### src/hdl/clr_pkg.sv
`timescale 1ns / 1ps

package clr_pkg;

  // Fixed field widths of the configuration port and the result item.
  localparam int unsigned CFG_W      = 15;
  localparam int unsigned CFG_IDX_W  = 2;
  localparam int unsigned ADDR_W     = 24;
  localparam int unsigned COLOUR_W   = 8;

  // 1.16 slope fraction and its error accumulator.
  localparam int unsigned FRAC_W     = 17;
  localparam int unsigned ACC_W      = 18;
  localparam logic [ACC_W-1:0] SLOPE_ONE = ACC_W'(65536);

  // The divider produces one quotient bit per cycle.
  localparam int unsigned DIV_STEPS  = FRAC_W;
  localparam int unsigned DIV_CNT_W  = 5;

  // Reset values of the configuration registers.
  localparam logic [CFG_W-1:0] WIDTH_RESET  = CFG_W'(320);
  localparam logic [CFG_W-1:0] HEIGHT_RESET = CFG_W'(200);
  localparam logic [CFG_W-1:0] PITCH_RESET  = CFG_W'(320);

  // Configuration register indexes.
  localparam logic [CFG_IDX_W-1:0] CFG_SURFACE_WIDTH  = 2'd0;
  localparam logic [CFG_IDX_W-1:0] CFG_SURFACE_HEIGHT = 2'd1;
  localparam logic [CFG_IDX_W-1:0] CFG_ROW_PITCH      = 2'd2;

  // Input item kinds carried in tuser.
  localparam logic FUNC_START = 1'b0;
  localparam logic FUNC_STEP  = 1'b1;

  typedef enum logic [1:0] {
    MODE_VERT = 2'd0,
    MODE_HORZ = 2'd1,
    MODE_XMAJ = 2'd2,
    MODE_YMAJ = 2'd3
  } line_mode_t;

  typedef enum logic [2:0] {
    ST_IDLE  = 3'b001,
    ST_SETUP = 3'b010,
    ST_DIV   = 3'b100
  } ctrl_state_t;

endpackage

### src/hdl/clr_div.sv
`timescale 1ns / 1ps

// Restoring divider: quotient = floor(65536 * minor / major) for minor <= major.
// One compare and subtract per cycle over the remainder, one quotient bit each.
module clr_div
  import clr_pkg::*;
#(
  parameter int unsigned DW = 17
) (
  input  logic              clk,
  input  logic              rst_n,
  input  logic              start,
  input  logic [DW-1:0]     minor,
  input  logic [DW-1:0]     major,
  output logic              done,
  output logic [FRAC_W-1:0] quotient
);

  logic                 run_r, run_nxt;
  logic                 done_r, done_nxt;
  logic [DIV_CNT_W-1:0] cnt_r, cnt_nxt;
  logic [DW:0]          rem_r, rem_nxt;
  logic [DW-1:0]        divisor_r, divisor_nxt;
  logic [FRAC_W-1:0]    q_r, q_nxt;
  logic [DW:0]          trial;
  logic                 fits;

  // The first step tests the integer part; every later step shifts in a zero.
  always_comb begin
    trial    = (cnt_r == '0) ? rem_r : {rem_r[DW-1:0], 1'b0};
    fits     = trial >= {1'b0, divisor_r};
    run_nxt  = run_r;
    done_nxt = 1'b0;
    cnt_nxt  = cnt_r;
    rem_nxt  = rem_r;
    q_nxt    = q_r;
    divisor_nxt = divisor_r;
    if (start) begin
      run_nxt     = 1'b1;
      cnt_nxt     = '0;
      rem_nxt     = {1'b0, minor};
      q_nxt       = '0;
      divisor_nxt = major;
    end else if (run_r) begin
      rem_nxt = fits ? (trial - {1'b0, divisor_r}) : trial;
      q_nxt   = {q_r[FRAC_W-2:0], fits};
      cnt_nxt = cnt_r + DIV_CNT_W'(1);
      if (cnt_r == DIV_CNT_W'(DIV_STEPS - 1)) begin
        run_nxt  = 1'b0;
        done_nxt = 1'b1;
      end
    end
  end

  always_ff @(posedge clk) begin
    if (!rst_n) begin
      run_r  <= 1'b0;
      done_r <= 1'b0;
      cnt_r  <= '0;
    end else begin
      run_r  <= run_nxt;
      done_r <= done_nxt;
      cnt_r  <= cnt_nxt;
    end
  end

  always_ff @(posedge clk) begin
    rem_r     <= rem_nxt;
    q_r       <= q_nxt;
    divisor_r <= divisor_nxt;
  end

  assign done     = done_r;
  assign quotient = q_r;

endmodule

### src/hdl/clipped_line_rasterizer.sv
`timescale 1ns / 1ps
// Start item: taken into the setup state; a diagonal line then passes through the division
// state for the slope (17 divider steps) before the next item can be taken.
// Step item: one per cycle while a line runs and the output is not held; its pixel sits in
// the output register from the next cycle and a new item is taken as that pixel is taken.
// Reset is synchronous and active low: control state clears, registers return to
// 320 x 200 with a pitch of 320, and no line is active.
module clipped_line_rasterizer
  import clr_pkg::*;
#(
  parameter int unsigned COORD_BITS = 16
) (
  input  logic                   clk,
  input  logic                   rst_n,
  // Fields from bit 0: start_x, start_y, end_x, end_y, colour_index.
  input  logic [((4*COORD_BITS+COLOUR_W+7)/8)*8-1:0] in_tdata,
  // Fields from bit 0: func.
  input  logic                   in_tuser,
  input  logic                   in_tvalid,
  output logic                   in_tready,
  // Fields from bit 0: pixel_x, pixel_y, pixel_address, pixel_colour.
  output logic [((2*COORD_BITS+ADDR_W+COLOUR_W+7)/8)*8-1:0] out_tdata,
  // Fields from bit 0: write_pixel.
  output logic                   out_tuser,
  output logic                   out_tlast,
  output logic                   out_tvalid,
  input  logic                   out_tready,
  input  logic                   cfg_wr_en,
  input  logic [CFG_IDX_W-1:0]   cfg_index,
  input  logic [CFG_W-1:0]       cfg_data
);

  localparam int unsigned CB     = COORD_BITS;
  localparam int unsigned CW     = COORD_BITS + 1;
  localparam int unsigned CMP_W  = (CW > 16) ? CW : 16;
  localparam int unsigned OUT_RAW_W = 2 * COORD_BITS + ADDR_W + COLOUR_W;
  localparam int unsigned OUT_W  = ((OUT_RAW_W + 7) / 8) * 8;

  // Configuration registers.
  logic [CFG_W-1:0] width_r, height_r, pitch_r;

  // Line state.
  ctrl_state_t          state_r, state_nxt;
  logic                 active_r, active_nxt;
  line_mode_t           mode_r, mode_nxt;
  logic signed [CW-1:0] cur_x_r, cur_x_nxt, cur_y_r, cur_y_nxt;
  logic signed [CW-1:0] stop_x_r, stop_x_nxt, stop_y_r, stop_y_nxt;
  logic                 xb_r, xb_nxt, yb_r, yb_nxt;
  logic [FRAC_W-1:0]    slope_r, slope_nxt;
  logic [ACC_W-1:0]     acc_r, acc_nxt;
  logic                 inside_r, inside_nxt;
  logic [COLOUR_W-1:0]  colour_r, colour_nxt;

  // Output register.
  logic                 out_valid_r, out_valid_nxt;
  logic                 o_wr_r, o_wr_nxt, o_last_r, o_last_nxt;
  logic [CB-1:0]        o_x_r, o_x_nxt, o_y_r, o_y_nxt;
  logic [ADDR_W-1:0]    o_addr_r, o_addr_nxt;
  logic [COLOUR_W-1:0]  o_col_r, o_col_nxt;

  // Input fields.
  logic signed [CB-1:0] f_sx, f_sy, f_ex, f_ey;
  logic [COLOUR_W-1:0]  f_col;
  logic signed [CW-1:0] a_sx, a_sy, a_ex, a_ey;
  logic                 a_xb, a_yb;

  logic                 accept;
  logic                 div_start, div_done;
  logic [FRAC_W-1:0]    div_q;
  logic signed [CW:0]   dxs, dys;
  logic [CW-1:0]        dx, dy;
  logic                 drop;
  logic signed [CW-1:0] x_step, y_step;
  logic [ACC_W-1:0]     acc_sum;
  logic                 carry;
  logic                 fin, wr;
  logic [ADDR_W-1:0]    addr;

  // Unsigned compare against a surface limit; a negative value is never at or past it.
  function automatic logic at_or_past(input logic signed [CW-1:0] v,
                                      input logic [CFG_W-1:0] lim);
    return !v[CW-1] && (CMP_W'(v[CW-2:0]) >= CMP_W'(lim));
  endfunction

  function automatic logic on_surface(input logic signed [CW-1:0] x,
                                      input logic signed [CW-1:0] y,
                                      input logic [CFG_W-1:0] w,
                                      input logic [CFG_W-1:0] h);
    return !x[CW-1] && !y[CW-1] && !at_or_past(x, w) && !at_or_past(y, h);
  endfunction

  assign f_sx  = $signed(in_tdata[CB-1:0]);
  assign f_sy  = $signed(in_tdata[2*CB-1:CB]);
  assign f_ex  = $signed(in_tdata[3*CB-1:2*CB]);
  assign f_ey  = $signed(in_tdata[4*CB-1:3*CB]);
  assign f_col = in_tdata[4*CB+COLOUR_W-1:4*CB];

  assign in_tready = (state_r == ST_IDLE) && (!out_valid_r || out_tready);
  assign accept    = in_tvalid && in_tready;

  // Endpoint nudge applied as a start item is taken.
  always_comb begin
    a_sx = CW'(f_sx);
    a_sy = CW'(f_sy);
    a_ex = CW'(f_ex);
    a_ey = CW'(f_ey);
    a_xb = 1'b0;
    a_yb = 1'b0;
    if (f_sx == f_ex) begin
      a_sx = a_sx - CW'(1);
      a_ex = a_ex - CW'(1);
      if (f_sy > f_ey) begin
        a_yb = 1'b1;
        a_sy = a_sy - CW'(1);
      end
    end else begin
      if (f_sx > f_ex) begin
        a_sx = a_sx - CW'(1);
        a_xb = 1'b1;
      end else begin
        a_ex = a_ex - CW'(1);
      end
      if (f_sy > f_ey) begin
        a_yb = 1'b1;
        a_sy = a_sy - CW'(1);
        a_ey = a_ey - CW'(1);
      end
    end
  end

  // Setup cycle: distances, visibility and the off-surface test.
  always_comb begin
    dxs  = (CW+1)'(cur_x_r) - (CW+1)'(stop_x_r);
    dys  = (CW+1)'(cur_y_r) - (CW+1)'(stop_y_r);
    dx   = dxs[CW] ? CW'(-dxs) : CW'(dxs);
    dy   = dys[CW] ? CW'(-dys) : CW'(dys);
    drop = (at_or_past(cur_x_r, width_r) && at_or_past(stop_x_r, width_r)) ||
           (at_or_past(cur_y_r, height_r) && at_or_past(stop_y_r, height_r)) ||
           (cur_x_r[CW-1] && stop_x_r[CW-1]) ||
           (cur_y_r[CW-1] && stop_y_r[CW-1]);
  end

  // One DDA step from the present cursor.
  always_comb begin
    x_step  = xb_r ? (cur_x_r - CW'(1)) : (cur_x_r + CW'(1));
    y_step  = yb_r ? (cur_y_r - CW'(1)) : (cur_y_r + CW'(1));
    acc_sum = acc_r + ACC_W'(slope_r);
    carry   = acc_sum > SLOPE_ONE;
    wr      = (inside_r || on_surface(cur_x_r, cur_y_r, width_r, height_r)) &&
              !cur_x_r[CW-1] && !cur_y_r[CW-1];
    addr    = ADDR_W'($unsigned(cur_y_r)) * ADDR_W'(pitch_r) +
              ADDR_W'($unsigned(cur_x_r));
  end

  // Sequencer and stepping.
  always_comb begin
    state_nxt  = state_r;
    active_nxt = active_r;
    mode_nxt   = mode_r;
    cur_x_nxt  = cur_x_r;
    cur_y_nxt  = cur_y_r;
    stop_x_nxt = stop_x_r;
    stop_y_nxt = stop_y_r;
    xb_nxt     = xb_r;
    yb_nxt     = yb_r;
    slope_nxt  = slope_r;
    acc_nxt    = acc_r;
    inside_nxt = inside_r;
    colour_nxt = colour_r;
    div_start  = 1'b0;
    fin        = 1'b0;
    out_valid_nxt = out_valid_r && !out_tready;
    o_wr_nxt   = o_wr_r;
    o_last_nxt = o_last_r;
    o_x_nxt    = o_x_r;
    o_y_nxt    = o_y_r;
    o_addr_nxt = o_addr_r;
    o_col_nxt  = o_col_r;

    case (state_r)
      ST_IDLE: begin
        if (accept && in_tuser == FUNC_START) begin
          active_nxt = 1'b0;
          cur_x_nxt  = a_sx;
          cur_y_nxt  = a_sy;
          stop_x_nxt = a_ex;
          stop_y_nxt = a_ey;
          xb_nxt     = a_xb;
          yb_nxt     = a_yb;
          colour_nxt = f_col;
          state_nxt  = ST_SETUP;
        end else if (accept && active_r) begin
          case (mode_r)
            MODE_VERT: begin
              cur_y_nxt = y_step;
              fin       = y_step == stop_y_r;
            end
            MODE_HORZ: begin
              cur_x_nxt = x_step;
              fin       = x_step == stop_x_r;
            end
            MODE_XMAJ: begin
              if (cur_x_r == stop_x_r) begin
                fin = 1'b1;
              end else begin
                cur_x_nxt = x_step;
                acc_nxt   = carry ? (acc_sum - SLOPE_ONE) : acc_sum;
                if (carry) begin
                  cur_y_nxt = y_step;
                end
              end
            end
            default: begin
              if (cur_y_r == stop_y_r) begin
                fin = 1'b1;
              end else begin
                cur_y_nxt = y_step;
                acc_nxt   = carry ? (acc_sum - SLOPE_ONE) : acc_sum;
                if (carry) begin
                  cur_x_nxt = x_step;
                end
              end
            end
          endcase
          active_nxt    = !fin;
          out_valid_nxt = 1'b1;
          o_wr_nxt      = wr;
          o_last_nxt    = fin;
          o_x_nxt       = cur_x_r[CB-1:0];
          o_y_nxt       = cur_y_r[CB-1:0];
          o_addr_nxt    = wr ? addr : '0;
          o_col_nxt     = colour_r;
        end
      end
      ST_SETUP: begin
        state_nxt  = ST_IDLE;
        inside_nxt = on_surface(cur_x_r, cur_y_r, width_r, height_r) &&
                     on_surface(stop_x_r, stop_y_r, width_r, height_r);
        acc_nxt    = '0;
        slope_nxt  = '0;
        if (!drop) begin
          if (cur_x_r == stop_x_r) begin
            mode_nxt   = MODE_VERT;
            active_nxt = cur_y_r != stop_y_r;
          end else if (cur_y_r == stop_y_r) begin
            mode_nxt   = MODE_HORZ;
            active_nxt = 1'b1;
          end else begin
            mode_nxt  = (dx >= dy) ? MODE_XMAJ : MODE_YMAJ;
            div_start = 1'b1;
            state_nxt = ST_DIV;
          end
        end
      end
      ST_DIV: begin
        if (div_done) begin
          slope_nxt  = div_q;
          active_nxt = 1'b1;
          state_nxt  = ST_IDLE;
        end
      end
      default: begin
        state_nxt  = ST_IDLE;
        active_nxt = 1'b0;
      end
    endcase
  end

  // Slope division: minor distance over major distance.
  clr_div #(
    .DW(CW)
  ) u_div (
    .clk      (clk),
    .rst_n    (rst_n),
    .start    (div_start),
    .minor    ((dx >= dy) ? dy : dx),
    .major    ((dx >= dy) ? dx : dy),
    .done     (div_done),
    .quotient (div_q)
  );

  // Control and configuration registers.
  always_ff @(posedge clk) begin
    if (!rst_n) begin
      state_r     <= ST_IDLE;
      active_r    <= 1'b0;
      out_valid_r <= 1'b0;
      width_r     <= WIDTH_RESET;
      height_r    <= HEIGHT_RESET;
      pitch_r     <= PITCH_RESET;
    end else begin
      state_r     <= state_nxt;
      active_r    <= active_nxt;
      out_valid_r <= out_valid_nxt;
      if (cfg_wr_en) begin
        case (cfg_index)
          CFG_SURFACE_WIDTH:  width_r  <= cfg_data;
          CFG_SURFACE_HEIGHT: height_r <= cfg_data;
          CFG_ROW_PITCH:      pitch_r  <= cfg_data;
          default: ;
        endcase
      end
    end
  end

  // Line and result data.
  always_ff @(posedge clk) begin
    mode_r   <= mode_nxt;
    cur_x_r  <= cur_x_nxt;
    cur_y_r  <= cur_y_nxt;
    stop_x_r <= stop_x_nxt;
    stop_y_r <= stop_y_nxt;
    xb_r     <= xb_nxt;
    yb_r     <= yb_nxt;
    slope_r  <= slope_nxt;
    acc_r    <= acc_nxt;
    inside_r <= inside_nxt;
    colour_r <= colour_nxt;
    o_wr_r   <= o_wr_nxt;
    o_last_r <= o_last_nxt;
    o_x_r    <= o_x_nxt;
    o_y_r    <= o_y_nxt;
    o_addr_r <= o_addr_nxt;
    o_col_r  <= o_col_nxt;
  end

  assign out_tvalid = out_valid_r;
  assign out_tuser  = o_wr_r;
  assign out_tlast  = o_last_r;
  assign out_tdata  = OUT_W'({o_col_r, o_addr_r, o_y_r, o_x_r});

endmodule
### config.mk
export PLATFORM = sky130hd
export DESIGN_NAME = clipped_line_rasterizer
export DESIGN_NICKNAME = d
export VERILOG_FILES = /design/src/hdl/clr_pkg.sv /design/src/hdl/clr_div.sv /design/src/hdl/clipped_line_rasterizer.sv
export SDC_FILE = /design/constraint.sdc
export NUM_CORES = 1
export LEC_CHECK = 0
export BUFFER_PORTS_ARGS = -buffer_cell sky130_fd_sc_hd__buf_2
export CORE_MARGIN = 10
export CORE_UTILIZATION = 40
export DETAILED_ROUTE_END_ITERATION = 16
export MAX_ROUTING_LAYER = met4
export PLACE_DENSITY = 0.55
export SYNTH_ARGS = -nofsm -noshare
export SYNTH_HDL_FRONTEND = slang
export SYNTH_SLANG_ARGS = --single-unit
### constraint.sdc
create_clock -name clk -period 13.5 [get_ports clk]
set_input_delay 2.025 -clock clk [delete_from_list [all_inputs] [get_ports clk]]
set_output_delay 2.025 -clock clk [all_outputs]
set_load 0.1 [all_outputs]
==> results_dict.tcl, run 1 <==
set metrics [dict create \
    power.leakage_nw 14.0 \
    antenna_left 0 \
    dieArea_mm2 0.0856 \
    power.switching_mw 2.27 \
    grt_pass1_vias 23500 \
    cts.repair.resized 0 \
    power_frac_seq 0.230 \
    grt-ovfl-total 0 \
    hold_violations 0 \
    max_cap_viol_count 0 \
    setup_viol 0 \
    numPortBuffers 162 \
    status "complete, no violations" \
    critPathBufInv 0 \
    vias 24100 \
    synth_edf_count 216 \
    start_kind "flip-flop" \
    yosys-top-cells-count "418 x inv_1, 307 x nand2_1, 290 x ha_1" \
    fp.dieW_um 293 \
    cts_tree "done" \
    crit_chain "ha_1 > a21o_1 > a21oi_2 > a31oi_1 > or2_2 > o311ai_1 > nor4_2 > a31o_2 > nor2_1 > xnor2_1 > ha_1 > a2111oi_0 > o41ai_1 > o41a_2 > or4_1 > nand3_1 > o31ai_1" \
    place_hpwl_mm 69.4 \
    min_period_ps 6780 \
    tns_ps 0 \
    grtUsageTotal 0.208 \
    slew_headroom 0.231 \
    synth_cell_types 92 \
    pin_count 163 \
    rsz0062_at_grt "false" \
    synth_area_leaders "edfxtp_1 22%, fa_1 13%, ha_1 12%" \
    fp.coreArea_mm2 0.0733 \
    cp_top_family "compound AO/OA/AOI/OAI gates" \
    cts_made_buffers 39 \
    slowest_stage "edfxtp_1" \
    yosys.area.top_type_share 0.218 \
    postCtsSetupBuffers 0 \
    grt_pass1_wl_mm 137 \
    die_y_um 293 \
    path_max_fanout 56 \
    p_total_mw 5.11 \
    worstSkewPairLatency_ps 580 \
    synth-main-ff-cell "edfxtp_1" \
    root_buffer "clkbuf_16" \
    worstPathRequired_ps 13820 \
    vdd_drop_max_v 0.000158 \
    nets 3980 \
    fmax_ghz 0.147 \
    crit_top_cell "ha_1" \
    pre_cts_ws_ps 6850 \
    viasPerCell 5.48 \
    slowest_delay_ps 1040 \
    drtIter0Drc 1739 \
    avgSynthCellArea_um2 9.01 \
    ys_seq_area_frac 0.269 \
    min_path_type "flip-flop to flip-flop" \
    arrival_ps 7110 \
    drive_gt1_frac 0.0995 \
    ys_ff_latch 291 \
    dr.pass1.iters 5 \
    htreeDepth 2 \
    top_layer_used "met4" \
    synthToLayoutAreaGrowth_pct 10.3 \
    fin_ws_ps 6720 \
    fp-row-count 99 \
    p_int_mw 2.84 \
    comb_power_share 0.566 \
    endpoint_kind "flip-flop" \
    wl_met3_mm 5.54 \
    synth_nets 3871 \
    clock_skew_ps 28.1 \
    clock_power_share 0.204 \
    wl_mm 88.4 \
    final_max_slew_viol_count 0 \
    cts_sinks 291 \
    async_flop_share 0 \
    yosys_warnings 0 \
    yosysMostFrequentCell "inv_1" \
    post_drt_wl_per_cell_um 20.1 \
    wl_met2_mm 38.0 \
    yosysTopAreaCell "edfxtp_1" \
    period_share 0.502 \
    clkTransAtPathRegs_ps 50 \
    tightest_slew_ps 1150 \
    place_congestion 0.952 \
    pwr_density_cell_mw_per_mm2 156 \
    cts_buffer_depth 3 \
    initial_core_util 0.405 \
    synth_area_mm2 0.0297 \
    synth_cells 3297 \
    critPathKind "flip-flop to flip-flop" \
    switching_share 0.445 \
    drc 0 \
    grt_max_degree 70 \
    antenna_found_initial 1 \
    m1WireLength_mm 43.1 \
    hold_buffers 0 \
]
metrics by stage:
stage | utilization | instances | area [µm²] | hold WS (ps)
finish | 0.447 | 4396 | 32800 | 417
global route | 0.447 | 4395 | 32800 | 429
detailed placement | 0.429 | 4324 | 31500 | 405
floorplan | - | 3297 | 29700 | 400
global placement | 0.429 | 4324 | 31500 | 402
CTS | 0.447 | 4395 | 32800 | 418
layout make-up:
| cell class | instances | area [µm²] |
|---|---|---|
| fill | 7240 | 40600 |
| multi-input combinational | 2461 | 19700 |
| sequential | 291 | 7990 |
| inverter | 420 | 1580 |
| tap | 959 | 1200 |
| clock buffer | 51 | 1070 |
| timing repair buffer | 193 | 1040 |
| clock inverter | 20 | 201 |
| antenna | 1 | 2.50 |
registers in the layout, indices dropped and copies added (netlist names), 16 cells and up:
name / cells
o_addr_r: 24
acc_r: 18
u_div.rem_r: 18
cur_x_r: 17
cur_y_r: 17
slope_r: 17
stop_x_r: 17
stop_y_r: 17
u_div.divisor_r: 17
u_div.quotient: 17
o_x_r: 16
o_y_r: 16
path summary, 6_finish.rpt:
kind	startpoint	end	slack (ps)	cells after the start
worst min-delay path	colour_r[3]$_DFFE_PP_	o_col_r[3]$_DFFE_PP_	420	0
worst min register to register	colour_r[3]$_DFFE_PP_	o_col_r[3]$_DFFE_PP_	420	0
worst max-delay path	cur_y_r[8]$_DFFE_PP_	u_div.rem_r[16]$_DFFE_PP_	6720	17
worst max register to register	cur_y_r[8]$_DFFE_PP_	u_div.rem_r[16]$_DFFE_PP_	6720	17
logic make-up after synthesis:
kind of cell               count (synthesis)  share of synthesized area
AOI/OAI and AO/OA                        628                      0.141
and+or+nand+nor                         1078                      0.182
DFF                                      291                      0.269
buffers and inverters                    545                     0.0695
adders and majority gates                479                      0.250
xor gates and xnor gates                 194                     0.0595
muxes                                     82                     0.0288
power by group through the flow:
stage               registers (mW)  logic (mW)  clock network [mW]
global route                  1.18        3.24                1.10
floorplan                     1.25        2.10                   0
finish                        1.18        2.89                1.04
CTS                           1.18        2.91                1.07
global placement              1.19        2.89                   0
detailed placement            1.20        2.88                   0
placed cells by master (no fill, tap or decap), types with 15 or more instances in the layout:
master     Yosys  final
a21oi_1      177    177
buf_2          9    162
and3_1        18     18
mux2i_1       54     54
nor2b_1       37     37
o21a_1        45     45
or2_2         17     17
a21o_1        63     63
clkbuf_16      0     40
nor2_1       217    216
or4_1         21     21
fa_1         189    189
o31ai_1       16     16
nand4_1       48     48
dfxtp_1       75     75
nor4_1        24     24
xnor2_1      127    127
o21ai_0       95     93
buf_4          0     31
or3_1         28     28
mux2_2        28     28
a31oi_1       27     27
ha_1         290    290
edfxtp_1     216    216
o21bai_1      15     15
xor2_1        62     62
nand2_1      307    307
nand2b_1      20     20
nand3_1       65     65
inv_1        418    417
a211oi_1      27     27
and2_1       145    145
nor3_1        76     76
o211ai_1      23     23
worst reg2reg max path: stages, from the launching register on:
cell       delay (ps)
edfxtp_1         1040
ha_1              460
a21o_1            250
a21oi_2           260
a31oi_1           210
or2_2             370
o311ai_1          580
nor4_2            170
a31o_2            290
nor2_1            120
xnor2_1           110
ha_1              190
a2111oi_0         610
o41ai_1           180
o41a_2            930
or4_1             570
nand3_1           110
o31ai_1            70
routing by layer:
metal	track usage	vias to the layer above
met5	-	-
met4	0.0464	0
met3	0.0300	106
met2	0.310	680
met1	0.294	11700
li1	-	11600
(Power assumes the default switching activity.)
==> run 2: changes to the inputs <==
==> constraint.sdc (replaced) <==
create_clock -name clk -period 6.6 [get_ports clk]
set_input_delay 0.99 -clock clk [delete_from_list [all_inputs] [get_ports clk]]
set_output_delay 0.99 -clock clk [all_outputs]
set_load 0.1 [all_outputs]
==> run 2 against run 1 <==
Compared with the run above:
- worst setup slack got worse by 6300 ps
- largest cell class unchanged
- fmax increased by 9.0%
- highest routed layer unchanged
- first-iteration DRC count decreased by 1.8%
- largest power group unchanged
==> results_dict.tcl, run 2 (synthesis results as in run 1) <==
set metrics [dict create \
    start_kind "flip-flop" \
    antenna_found_initial 6 \
    die_y_um 293 \
    pre_cts_ws_ps 378 \
    viasPerCell 5.45 \
    power.switching_mw 4.83 \
    place_congestion 0.929 \
    drtIter0Drc 1707 \
    fin_ws_ps 377 \
    largest_reg_flops 24 \
    status "complete, no violations" \
    postCtsSetupBuffers 0 \
    vias 24100 \
    p_int_mw 5.88 \
    fin_util 0.451 \
    switching_share 0.451 \
    fmax_ghz 0.161 \
    grt-ovfl-total 0 \
    root_buffer "clkbuf_16" \
    nets 4015 \
    cts_sinks 291 \
    cts_buffer_depth 3 \
    arrival_ps 6560 \
    min_period_ps 6220 \
    vdd_drop_max_v 0.000291 \
    final_common_cell "inv_1" \
    power_frac_seq 0.224 \
    instances_no_fill 4432 \
    grtUsageTotal 0.212 \
    fp.dieW_um 293 \
    antenna_left 0 \
    max_cap_viol_count 0 \
    fp.coreArea_mm2 0.0733 \
    synthToLayoutAreaGrowth_pct 11.3 \
    fp-row-count 99 \
    wl_mm 90.3 \
    rsz0062_at_grt "false" \
    endpoint_kind "flip-flop" \
    place_hpwl_mm 73.1 \
    post-place-cells 4360 \
    path_max_fanout 10 \
    clkTransAtPathRegs_ps 60 \
    tightest_slew_ps 1110 \
    final_max_slew_viol_count 0 \
    grt_pass1_vias 23300 \
    min_path_type "flip-flop to flip-flop" \
    worstPathRequired_ps 6930 \
    clock_skew_ps 45.7 \
    hold_violations 0 \
    cts_tree "done" \
    critPathKind "flip-flop to flip-flop" \
    drc 0 \
    hold_buffers 0 \
    power.leakage_nw 14.2 \
    htreeDepth 2 \
    initial_core_util 0.405 \
    largest-register "o_addr_r" \
    pin_count 163 \
    dr.pass1.iters 5 \
    worstSkewPairLatency_ps 590 \
    numPortBuffers 162 \
    grt_pass1_wl_mm 139 \
    tns_ps 0 \
    layout_common_cells "417 x inv_1, 307 x nand2_1, 290 x ha_1" \
    cts_made_buffers 38 \
    setup_viol 0 \
    grt_max_degree 58 \
    comb_power_share 0.572 \
    p_total_mw 10.7 \
    drive_gt1_frac 0.110 \
    pwr_density_cell_mw_per_mm2 324 \
    dieArea_mm2 0.0856 \
    whs_ps 419 \
    clock_power_share 0.203 \
    placed_area_mm2 0.0318 \
    slew_headroom 0.256 \
    final_area_mm2 0.0331 \
    post_drt_wl_per_cell_um 20.4 \
    cts.repair.resized 0 \
    reg.largest.list "o_addr_r (24), acc_r (18), u_div.rem_r (18)" \
    period_share 0.943 \
]
-- run 2: cell types whose count changed in the layout (fill, tap and decap cells not counted), moves of 2 or more --
cell / change
buf_4: +36
clkbuf_1: -4
clkbuf_8: -2
clkinv_4: +2
inv_6: +4
-- run 2: final timing paths --
kind / to / from / depth (start not counted) / slack, ps
hold reg to reg: o_col_r[6]$_DFFE_PP_ / colour_r[6]$_DFFE_PP_ / 0 / 420
setup reg to reg: o_addr_r[23]$_SDFFCE_PN0P_ / cur_y_r[7]$_DFFE_PP_ / 23 / 380
setup / recovery: o_addr_r[23]$_SDFFCE_PN0P_ / cur_y_r[7]$_DFFE_PP_ / 23 / 380
hold / removal: o_col_r[6]$_DFFE_PP_ / colour_r[6]$_DFFE_PP_ / 0 / 420
-- run 2: critical path, stage by stage, from the launching register on --
cell and delay [ps]:
edfxtp_1 700, buf_4 290, nand2_1 100, fa_1 560, inv_1 50, fa_1 490
inv_1 50, fa_1 530, inv_1 50, fa_1 470, fa_1 500, inv_1 50
fa_1 480, inv_1 50, ha_1 320, a21oi_1 210, nor2_1 60, nor2_1 90
o31a_1 220, o21a_1 170, o21ai_0 100, a31oi_1 230, xnor2_1 140, nor2_1 50
-- run 2: area by class of cell --
cell class / count / area, µm²
Fill cell: 7201 / 40300
Multi-Input combinational cell: 2461 / 19700
Sequential cell: 291 / 7990
Inverter: 420 / 1580
Timing Repair Buffer: 229 / 1310
Tap cell: 959 / 1200
Clock buffer: 44 / 1000
Clock inverter: 26 / 283
Antenna cell: 2 / 5.00
-- run 2: power by group through the flow --
stage | combinational (mW) | sequential, mW | clock, mW
CTS | 6.15 | 2.40 | 2.23
floorplan | 4.29 | 2.56 | 0
finish | 6.13 | 2.40 | 2.18
detailed placement | 6.09 | 2.44 | 0
global placement | 6.10 | 2.44 | 0
global route | 6.86 | 2.41 | 2.30
-- run 2: layer usage --
| layer | vias to the layer above | GRT usage | part of all wire |
|---|---|---|---|
| met5 | - | - | 0 |
| met4 | 0 | 0.0523 | 0.024 |
| met3 | 111 | 0.0269 | 0.060 |
| met2 | 729 | 0.308 | 0.42 |
| met1 | 11600 | 0.308 | 0.50 |
| li1 | 11700 | - | - |
==> run 3: changes to the inputs <==
--- a/config.mk
+++ b/config.mk
@@ -8,6 +8,7 @@
 export BUFFER_PORTS_ARGS = -buffer_cell sky130_fd_sc_hd__buf_2
 export CORE_MARGIN = 10
 export CORE_UTILIZATION = 40
+export CTS_BUF_LIST = sky130_fd_sc_hd__clkbuf_8
 export DETAILED_ROUTE_END_ITERATION = 16
 export MAX_ROUTING_LAYER = met4
 export PLACE_DENSITY = 0.55
==> run 3 against run 2 <==
Compared with the run above:
- first-iteration DRC count grew 6.9%
- critical path type unchanged
- clock power shrank 18%
- register-to-register slack is essentially flat
- wire length grew 0.38%
- worst setup slack gained 8.6 ps
- critical endpoint unchanged
==> results_dict.tcl, run 3 (synthesis results as in run 1) <==
set metrics [dict create \
    status "complete, no violations" \
    period_share 0.942 \
    critPathKind "flip-flop to flip-flop" \
    placed_area_mm2 0.0318 \
    final_area_mm2 0.0329 \
    dr.pass1.iters 7 \
    slowest_stage "edfxtp_1" \
    drtIter0Drc 1825 \
    pwr_density_cell_mw_per_mm2 315 \
    layout_common_cells "438 x inv_1, 307 x nand2_1, 290 x ha_1" \
    reg.largest.list "o_addr_r (24), acc_r (18), u_div.rem_r (18)" \
    cts_sinks 291 \
    wl_mm 90.7 \
    final_max_slew_viol_count 0 \
    fin_util 0.448 \
    place_congestion 0.929 \
    viasPerCell 5.46 \
    grtUsageTotal 0.212 \
    dieArea_mm2 0.0856 \
    place_hpwl_mm 73.1 \
    setup_viol 0 \
    htreeDepth 2 \
    final_common_cell "inv_1" \
    pin_count 163 \
    min_path_type "flip-flop to flip-flop" \
    cts_tree "done" \
    antenna_found_initial 7 \
    vdd_drop_max_v 0.000283 \
    start_kind "flip-flop" \
    fp-row-count 99 \
    hold_violations 0 \
    slew_headroom 0.253 \
    numPortBuffers 162 \
    crit_top_cell "fa_1" \
    grt-ovfl-total 0 \
    largest_reg_flops 24 \
    instances_no_fill 4465 \
    drive_gt1_frac 0.113 \
    hold_depth 0 \
    clkTransAtPathRegs_ps 60 \
    drc 0 \
    antenna_left 0 \
    crit_chain "and2_1 > fa_1 > inv_1 > fa_1 > inv_1 > fa_1 > inv_1 > fa_1 > inv_1 > fa_1 > fa_1 > ha_1 > a21o_1 > a41oi_1 > o31a_1 > o21a_1 > o21ai_0 > a31oi_1 > xnor2_1 > nor2_1" \
    synthToLayoutAreaGrowth_pct 10.7 \
    max_cap_viol_count 0 \
    initial_core_util 0.405 \
    cts_buffer_depth 3 \
    clock_skew_ps 45.3 \
    grt_pass1_vias 23400 \
    slowest_delay_ps 630 \
    vias 24400 \
    pre_cts_ws_ps 378 \
    largest-register "o_addr_r" \
    post-place-cells 4360 \
    grt_max_degree 58 \
    tightest_slew_ps 1120 \
    fp.dieW_um 293 \
    power.leakage_nw 14.2 \
    fp.coreArea_mm2 0.0733 \
    die_y_um 293 \
    arrival_ps 6640 \
    grt_pass1_wl_mm 139 \
    cts_made_buffers 56 \
    post_drt_wl_per_cell_um 20.3 \
    worstPathRequired_ps 7030 \
    path_max_fanout 10 \
    r2r_cells 20 \
    fin_ws_ps 385 \
    tns_ps 0 \
    min_period_ps 6210 \
    nets 4033 \
    worstSkewPairLatency_ps 700 \
    root_buffer "clkbuf_8" \
    fmax_ghz 0.161 \
    rsz0062_at_grt "false" \
    endpoint_kind "flip-flop" \
]
==> run 3: cell types whose count changed in the layout (fill, tap and decap cells not counted), sizes merged <==
| cell | previous run | this run |
|---|---|---|
| clkbuf | 44 | 60 |
| bufinv | 4 | 2 |
| clkinvlp | 0 | 1 |
| clkinv | 16 | 18 |
| inv | 426 | 442 |
==> run 3: power by group <==
part	leakage [nW]	internal, mW	switching (mW)	total [mW]
combinational	11.0	2.37	3.77	6.14
sequential	2.57	2.23	0.169	2.40
clock	0.641	0.926	0.868	1.79
==> run 3: path summary, 6_finish.rpt <==
| kind | startpoint | to | slack, ps |
|---|---|---|---|
| setup / recovery | cur_y_r[7]$_DFFE_PP_ | o_addr_r[23]$_SDFFCE_PN0P_ | 390 |
| hold / removal | colour_r[6]$_DFFE_PP_ | o_col_r[6]$_DFFE_PP_ | 420 |
| setup reg to reg | cur_y_r[7]$_DFFE_PP_ | o_addr_r[23]$_SDFFCE_PN0P_ | 390 |
| hold reg to reg | colour_r[6]$_DFFE_PP_ | o_col_r[6]$_DFFE_PP_ | 420 |
==> run 3: what timing repair did <==
item                       4_1_cts  5_1_grt
hold buffers                     0        0
gates resized for setup          0        1
setup endpoints to repair        0        1
setup buffers                    0        0
==> run 3: final cells by class <==
class,count,area [µm²]
Tap cell,959,1200
Timing Repair Buffer,229,1310
Clock buffer,60,826
Fill cell,7251,40500
Antenna cell,2,5.00
Multi-Input combinational cell,2461,19700
Inverter,420,1580
Clock inverter,43,262
Sequential cell,291,7990
==> run 3: critical path: cells and delay by family, from the launching register on <==
| family | cells | cell delay [ps] |
|---|---|---|
| adder cells (fa/ha/maj) | 7 | 3300 |
| AO/OA/AOI/OAI | 6 | 1340 |
| flip-flops | 1 | 630 |
| AND/OR/NAND/NOR | 2 | 340 |
| buffers and inverters | 4 | 210 |
| XOR/XNOR | 1 | 140 |
==> run 3: metrics by stage <==
step | power (mW) | hold slack, ps
2_1_floorplan | 6.86 | 400
3_3_place_gp | 8.53 | 401
3_5_place_dp | 8.53 | 407
4_1_cts | 10.4 | 410
5_1_grt | 11.2 | 425
6_report | 10.3 | 416
==> run 3: per-layer routing <==
layer | wire, µm | vias to the layer above | track usage | part of all wire
met2 | 38300 | 776 | 0.309 | 0.42
li1 | - | 11700 | - | -
met1 | 44400 | 11700 | 0.306 | 0.49
met3 | 5900 | 124 | 0.0294 | 0.065
met5 | 0 | - | - | 0
met4 | 2070 | 0 | 0.0524 | 0.023
